--- src/rtl/gqrs_pkg.sv ---
// Shared constants, codes and types for the greedy Q-table radius selector.
// No dependencies; every other file in rtl/ refers to this package by scoped names.
package gqrs_pkg;

   // Field widths of the channels
   localparam int DIST_W        = 21;
   localparam int DIST_MAG_W    = 20;
   localparam int RADIUS_W      = 16;
   localparam int SPAN_W        = 17;
   localparam int ACT_COUNT_W   = 5;
   localparam int STATE_COUNT_W = 8;
   localparam int ACTION_W      = 4;
   localparam int Q_W           = 16;
   localparam int CSR_INDEX_W   = 2;
   localparam int CSR_DATA_W    = 16;

   // Register reset values
   localparam logic [RADIUS_W-1:0]      RESET_MAX_RADIUS   = 16'd8000;
   localparam logic [ACT_COUNT_W-1:0]   RESET_ACTION_COUNT = 5'd10;
   localparam logic [STATE_COUNT_W-1:0] RESET_STATE_COUNT  = 8'd100;

   // Q value limits, units of 0.01
   localparam logic signed [Q_W-1:0] Q_CAP   = 16'sd100;
   localparam logic signed [Q_W-1:0] Q_FLOOR = 16'sh8000;

   typedef enum logic [CSR_INDEX_W-1:0] {
      CSR_MAX_RADIUS   = 2'd0,
      CSR_ACTION_COUNT = 2'd1,
      CSR_STATE_COUNT  = 2'd2
   } csr_index_type;

   typedef enum logic {
      FUNC_QUERY  = 1'b0,
      FUNC_UPDATE = 1'b1
   } func_type;

   typedef enum logic {
      STATUS_OK     = 1'b0,
      STATUS_REJECT = 1'b1
   } status_type;

   typedef struct packed {
      logic busy;
      logic done;
   } div_stat_type;

endpackage

--- src/rtl/gqrs_div.sv ---
// Serial restoring divider, one quotient bit per cycle.
// Depends on gqrs_pkg for the status struct.
module gqrs_div #(
   parameter int NW = 28,
   parameter int DW = 17
) (
   input  logic                  clock,
   input  logic                  reset,
   input  logic                  start,
   input  logic [NW-1:0]         dividend,
   input  logic [DW-1:0]         divisor,
   output logic [NW-1:0]         quotient,
   output gqrs_pkg::div_stat_type stat
);

   localparam int CW = $clog2(NW + 1);

   logic [NW-1:0] work_ff, work_in;
   logic [DW-1:0] rem_ff, rem_in;
   logic [DW-1:0] divisor_ff;
   logic [CW-1:0] cnt_ff, cnt_in;
   logic          busy_ff, busy_in;
   logic          done_ff, done_in;
   logic [DW:0]   trial;
   logic          ge;

   always_comb begin
      trial   = {rem_ff, work_ff[NW-1]};
      ge      = trial >= {1'b0, divisor_ff};
      work_in = work_ff;
      rem_in  = rem_ff;
      cnt_in  = cnt_ff;
      busy_in = busy_ff;
      done_in = 1'b0;
      if (start) begin
         work_in = dividend;
         rem_in  = '0;
         cnt_in  = CW'(NW);
         busy_in = 1'b1;
      end else if (busy_ff) begin
         // shift one dividend bit in, subtract where it fits
         work_in = {work_ff[NW-2:0], ge};
         rem_in  = ge ? DW'(trial - {1'b0, divisor_ff}) : trial[DW-1:0];
         cnt_in  = cnt_ff - 1'b1;
         if (cnt_ff == CW'(1)) begin
            busy_in = 1'b0;
            done_in = 1'b1;
         end
      end
   end

   always_ff @(posedge clock) begin
      if (reset) begin
         busy_ff <= 1'b0;
         done_ff <= 1'b0;
         cnt_ff  <= '0;
      end else begin
         busy_ff <= busy_in;
         done_ff <= done_in;
         cnt_ff  <= cnt_in;
      end
   end

   always_ff @(posedge clock) begin
      work_ff <= work_in;
      rem_ff  <= rem_in;
      if (start) begin
         divisor_ff <= divisor;
      end
   end

   assign quotient  = work_ff;
   assign stat.busy = busy_ff;
   assign stat.done = done_ff;

endmodule
--- config.mk ---
export PLATFORM = sky130hd
export DESIGN_NAME = gqrs_div
export DESIGN_NICKNAME = d
export VERILOG_FILES = /design/src/rtl/gqrs_pkg.sv /design/src/rtl/gqrs_div.sv
export SDC_FILE = /design/constraint.sdc
export NUM_CORES = 1
export LEC_CHECK = 0
export BUFFER_PORTS_ARGS = -buffer_cell sky130_fd_sc_hd__buf_4
export CAP_MARGIN = 15
export CELL_PAD_IN_SITES_DETAIL_PLACEMENT = 1
export CELL_PAD_IN_SITES_GLOBAL_PLACEMENT = 2
export CORE_MARGIN = 2
export CORE_UTILIZATION = 38
export CTS_CLUSTER_DIAMETER = 60
export CTS_CLUSTER_SIZE = 25
export DETAILED_ROUTE_END_ITERATION = 7
export PLACE_DENSITY_LB_ADDON = 0.15
export RECOVER_POWER = 25
export SYNTH_ARGS = -nofsm -noshare
export SYNTH_HDL_FRONTEND = slang
export SYNTH_SLANG_ARGS = --single-unit
--- constraint.sdc ---
create_clock -name clock -period 7.7 [get_ports clock]
set_input_delay 0 -clock clock [delete_from_list [all_inputs] [get_ports clock]]
set_output_delay 0 -clock clock [all_outputs]
set_load 0.005 [all_outputs]
# Yosys cells after proc, flatten, opt, wreduce, memory -nomap -nowiden
# Index checks and enable logic that the tools add are counted.
# totals
output_inout_bits	30
inputBits	48
regBits	69
elab_cells	24
# op_classes
reduce_logical	3
addsub	2
mux	9
bitwise	1
n_eq_ne	1
magnitude_cmp	1
# ops
operator	n
$mux W28	2
$ge A18 B17 Y1	1
$mux W17	1
$sub A17 B17 Y17	1
$mux W5	2
$eq A5 B1 Y1 const B	1
$sub A5 B1 Y5 const B	1
$mux W1	4
$reduce_or A3 Y1	1
$reduce_bool A2 Y1	1
$reduce_or A2 Y1	1
$not A1 Y1	1

# Logic depth before layout (Yosys ltp)
# logic_depth
word_depth	4
mapped_depth	11
mapped_depth_nobuf	10

# Worst setup path before layout
# Ideal clock, no wire load.
# synth_path
path_kind	reg-to-reg
from	register work_ff[27] (netlist: quotient[27])
to	register work_ff[0] (netlist: quotient[0]) (data pin)
required_ns	7.440
path_slack_ns	5.125
period_less_slack_ns	2.575
stages_incl_launch_ff	11
arrival_ns	2.315
path_buffers	1
setup_time_ns	0.260
path_cell_list	edfxtp_1 > inv_1 > ha_1 > inv_1 > fa_1 > a21o_1 > a221o_1 > o211ai_2 > a22oi_4 > buf_4 > mux2_2
# synth_between
elab_chain_cells	3
# synth_lines
element	line	source
start: declaration	gqrs_div.sv:18	logic [NW-1:0] work_ff, work_in;
start signal: assignment	gqrs_div.sv:65	work_ff <= work_in;
$ge A18 B17 Y1	gqrs_div.sv:29	ge = trial >= {1'b0, divisor_ff};
$mux W28	gqrs_div.sv:40	end else if (busy_ff) begin
$mux W28	gqrs_div.sv:35	if (start) begin
named net work_in[0]	gqrs_div.sv:18	
# The timed path passes the listed nets, and every way through them passes these cells. The select of a mux whose other input is x is not followed.
# A chain may end at the register's enable or synchronous reset.

==> out/qor.yml <==
run_status:
  status: "complete, but fails checks"
  failing_checks: "max-capacitance violations, max-slew violations"
worst_setup_path:
  critical_path.max_stage_delay_ns: 2.18
  end_kind: "flop"
  setup.worst_path.start_class: "input pin"
  crit_chain: "clkbuf_1 -> nor2b_1 -> nand2_1 -> o22ai_1 -> a31o_2"
  worst-endpoint-required_ns: 7.94
  maximum_net_fanout_on_the_critical_path: 60
  worst_path_max_delay_cell: "clkbuf_1"
  worstSetupPathType: "in -> reg"
  cp_data_arrival_time_ns: 3.68
timing:
  finalHoldWorstSlack_ns: 0.3785
  timing.max_slew.rel_slack: -1.096
  final_period_minus_worst_setup_slack_ns: 3.435
  unrepaired_setup_endpoints_after_global_routing: "false"
  post_route_skew_ns: 0.009511
  setup-tns-final_ns: 0
  finalMaxSlewViolations: 61
  timing.final.hold_violations: 0
  fmaxAchievable_ghz: 0.2911
  max_slew.worst_pin.slew_ns: 3.144
  number_of_endpoints_failing_setup_at_the_final_stage: 0
  period_share: 0.4462
clock_tree:
  cts.repair.resized: 0
  cts.sink_count: 69
  cts_tree: "built"
  cts_inserted_buffers: 9
  cts_setup_buffers: 0
  ctsHtreeMaxLevel: 3
  cts.path.max_buffers: 2
  clkTransAtPathRegs_ns: 0.08
  clock_latency_of_the_later_clocked_register_in_the_worst_skew_pair_ns: 0.35
  cts.root.buffer_cell: "clkbuf_8"
synth:
  ys_ff_latch: 69
  syn_area_sq_um: 3771
  synth_top_family_by_area: "compound AO/OA/AOI/OAI gates"
  synth_edf_count: 45
  synthCells: 350
  synth_top_area_share: 0.3583
  share_of_the_synthesized_area_in_compound_gates_ao_oa_aoi_oai: 0.1506
  synth_simple_gate_area_share: 0.1052
  synth.area.mux_share: 0.1075
  async_set_or_reset_flop_fraction_in_the_synthesized_netlist: 0
  synth-xor-area-share: 0.03484
  synth.cells.most_frequent: "45 x edfxtp_1, 29 x nand2_1, 28 x mux2_2, 27 x nor2_1, 24 x dfxtp_1"
  ys_types: 55
  synth_most_common_cell: "edfxtp_1"
  yosys-top-cells-area: "edfxtp_1 36%, dfxtp_1 13%, mux2_2 8.4%"
  postSynthAreaPerCell_sq_um: 10.77
  syn_nets: 418
  dominant_cell_type_by_area_after_synthesis: "edfxtp_1"
  synthAdderAreaFrac: 0.06835
  yosysWarningCount: 0
  synth.yosys.seq_area_share: 0.4857
  postSynth.topFlopCell: "edfxtp_1"
global_route:
  grt_antenna_before_repair: 0
  vias_in_the_first_global_route: 3459
  grt_first_pass_wirelength_mm: 17.14
  groute.usage.overall: 0.1999
  globalRouteOverflowTotal: 0
  grt_max_degree: 61
pwr:
  static-leakage-power_nw: 2.128
  power_per_cell_area_nw_per_um2: 186.3
  max-vdd-ir-drop_mv: 0.1014
routing:
  dr_total_vias: 3043
  dr.first_iter.drc_count: 98
  post_drt_wl_per_cell_um: 16.82
  wirelength_routed_mm: 10.18
  drt-pass1-iter-count: 4
  routed_via_density: 5.030
  post-route-drc-count: 0
  antenna_violation_net_count_after_detailed_routing: 0
cells_and_area:
  antenna_cells_inserted: 0
  nNetsFinal: 535
  drive_gt1_frac: 0.2818
  postLayoutCellArea_sq_um: 5110
  final.fill_count: 1079
  flow.area_growth_from_synthesis_pct: 35.50
  non_filler_instance_count_after_layout: 605
worst_hold_path:
  holdCritPathClass: "in -> reg"
floorplan:
  design.die.area_sq_um: 10740
  num_rows: 36
  io_pins: 78
  initial_util: 0.3894
  die_width_um: 103.6
  die_height_um: 103.6
  coreArea_sq_um: 9684
place:
  port-buffer-count: 77
  postPlaceCellArea_sq_um: 4441
  gp_congestion: 0.8123
  detailed_place_hpwl_mm: 6.804
  placedCellCount: 543
flow_run:
  maxCapViolations: 1
-- per-stage QoR --
stage / total power [W] / utilization / setup slack, ns
after floorplan: 0.0005457 / - / 5.125
after global placement: 0.0006149 / 0.4585 / 4.984
after detailed placement: 0.0006193 / 0.4585 / 4.880
after CTS: 0.0009610 / 0.5280 / 4.862
after global routing: 0.001001 / 0.5276 / 3.808
final: 0.0009522 / 0.5276 / 4.265
-- path summary, 6_finish.rpt --
| check | start | endpoint | slack (ns) | cells past startpoint |
|---|---|---|---|---|
| worst max-delay path | start | rem_ff[9] | 4.26 | 5 |
| worst min-delay path | divisor[5] | divisor_ff[5] | 0.38 | 2 |
| worst max register to register | quotient[27] | rem_ff[10] | 4.86 | 10 |
| worst min register to register | rem_ff[4] | rem_ff[4] | 0.47 | 2 |
-- where the power goes --
part / leakage (nW) / internal, W / switching [W]
logic: 1.37 / 0.0000991 / 0.0000889
registers: 0.645 / 0.000428 / 0.0000161
clock network: 0.110 / 0.000177 / 0.000143
total: 2.13 / 0.000704 / 0.000248
-- flip-flops by register name, summed over array words and instances, names as in the netlist --
signal and cells:
quotient 28, done_ff 1, busy_ff 1, cnt_ff 5, rem_ff 17, divisor_ff 17
-- kinds of logic (layout without fill, tap and decap cells) --
group	after synthesis	count (layout)
simple gates	87	87
compound gates	80	80
flops	69	69
buf+inv	42	164
mux	37	37
fa+ha+maj	20	20
xor+xnor	15	15
-- area by class of cell --
type | count | area (sq um) | area share
sequential | 69 | 1832 | 0.3585
multi-input combinational | 239 | 1759 | 0.3443
timing repair buffer | 126 | 1057 | 0.2069
clock buffer | 13 | 168.9 | 0.03306
tap | 133 | 166.4 | 0.03257
inverter | 22 | 82.58 | 0.01616
clock inverter | 3 | 43.79 | 0.008570
-- metal layers --
layer | GRT usage | vias up | wire, um
met3 | 0.04531 | 11 | 416
met4 | 0.07239 | 0 | 161
met5 | 0 | - | 0
li1 | - | 1510 | -
met1 | 0.2347 | 1464 | 4435
met2 | 0.3571 | 58 | 5164
-- worst max-delay path, delay by kind of cell --
kind	cells	cell delay [ns]
AOI/OAI and AO/OA	2	0.35
buffers and inverters	1	2.18
and+or+nand+nor	2	1.10
-- cells in the final DEF, fill, tap and decap left out, types with 3 or more instances in the layout --
| cell type | Yosys | layout |
|---|---|---|
| a31oi_1 | 3 | 3 |
| o21ai_0 | 16 | 16 |
| clkbuf_8 | 0 | 12 |
| buf_4 | 3 | 60 |
| nor3_1 | 5 | 5 |
| nand2b_1 | 4 | 4 |
| o211ai_1 | 3 | 3 |
| nand3_1 | 7 | 7 |
| nand2_1 | 29 | 29 |
| mux2i_1 | 9 | 9 |
| xor2_1 | 6 | 6 |
| a21o_1 | 8 | 8 |
| a21oi_1 | 14 | 14 |
| inv_1 | 22 | 22 |
| dlygate4sd3_1 | 0 | 46 |
| edfxtp_1 | 45 | 45 |
| o21ai_1 | 4 | 4 |
| nor2_1 | 27 | 27 |
| xnor2_1 | 9 | 9 |
| dfxtp_1 | 24 | 24 |
| nand4_1 | 3 | 3 |
| a211oi_1 | 6 | 6 |
| or3_1 | 3 | 3 |
| a31o_2 | 4 | 4 |
| clkbuf_4 | 0 | 19 |
| ha_1 | 19 | 19 |
| mux2_2 | 28 | 28 |
-- timing repair --
action	CTS	global route
setup endpoints to repair	0	0
hold endpoints to repair	52	0
hold buffers	46	0
(Power assumes the default switching activity.)
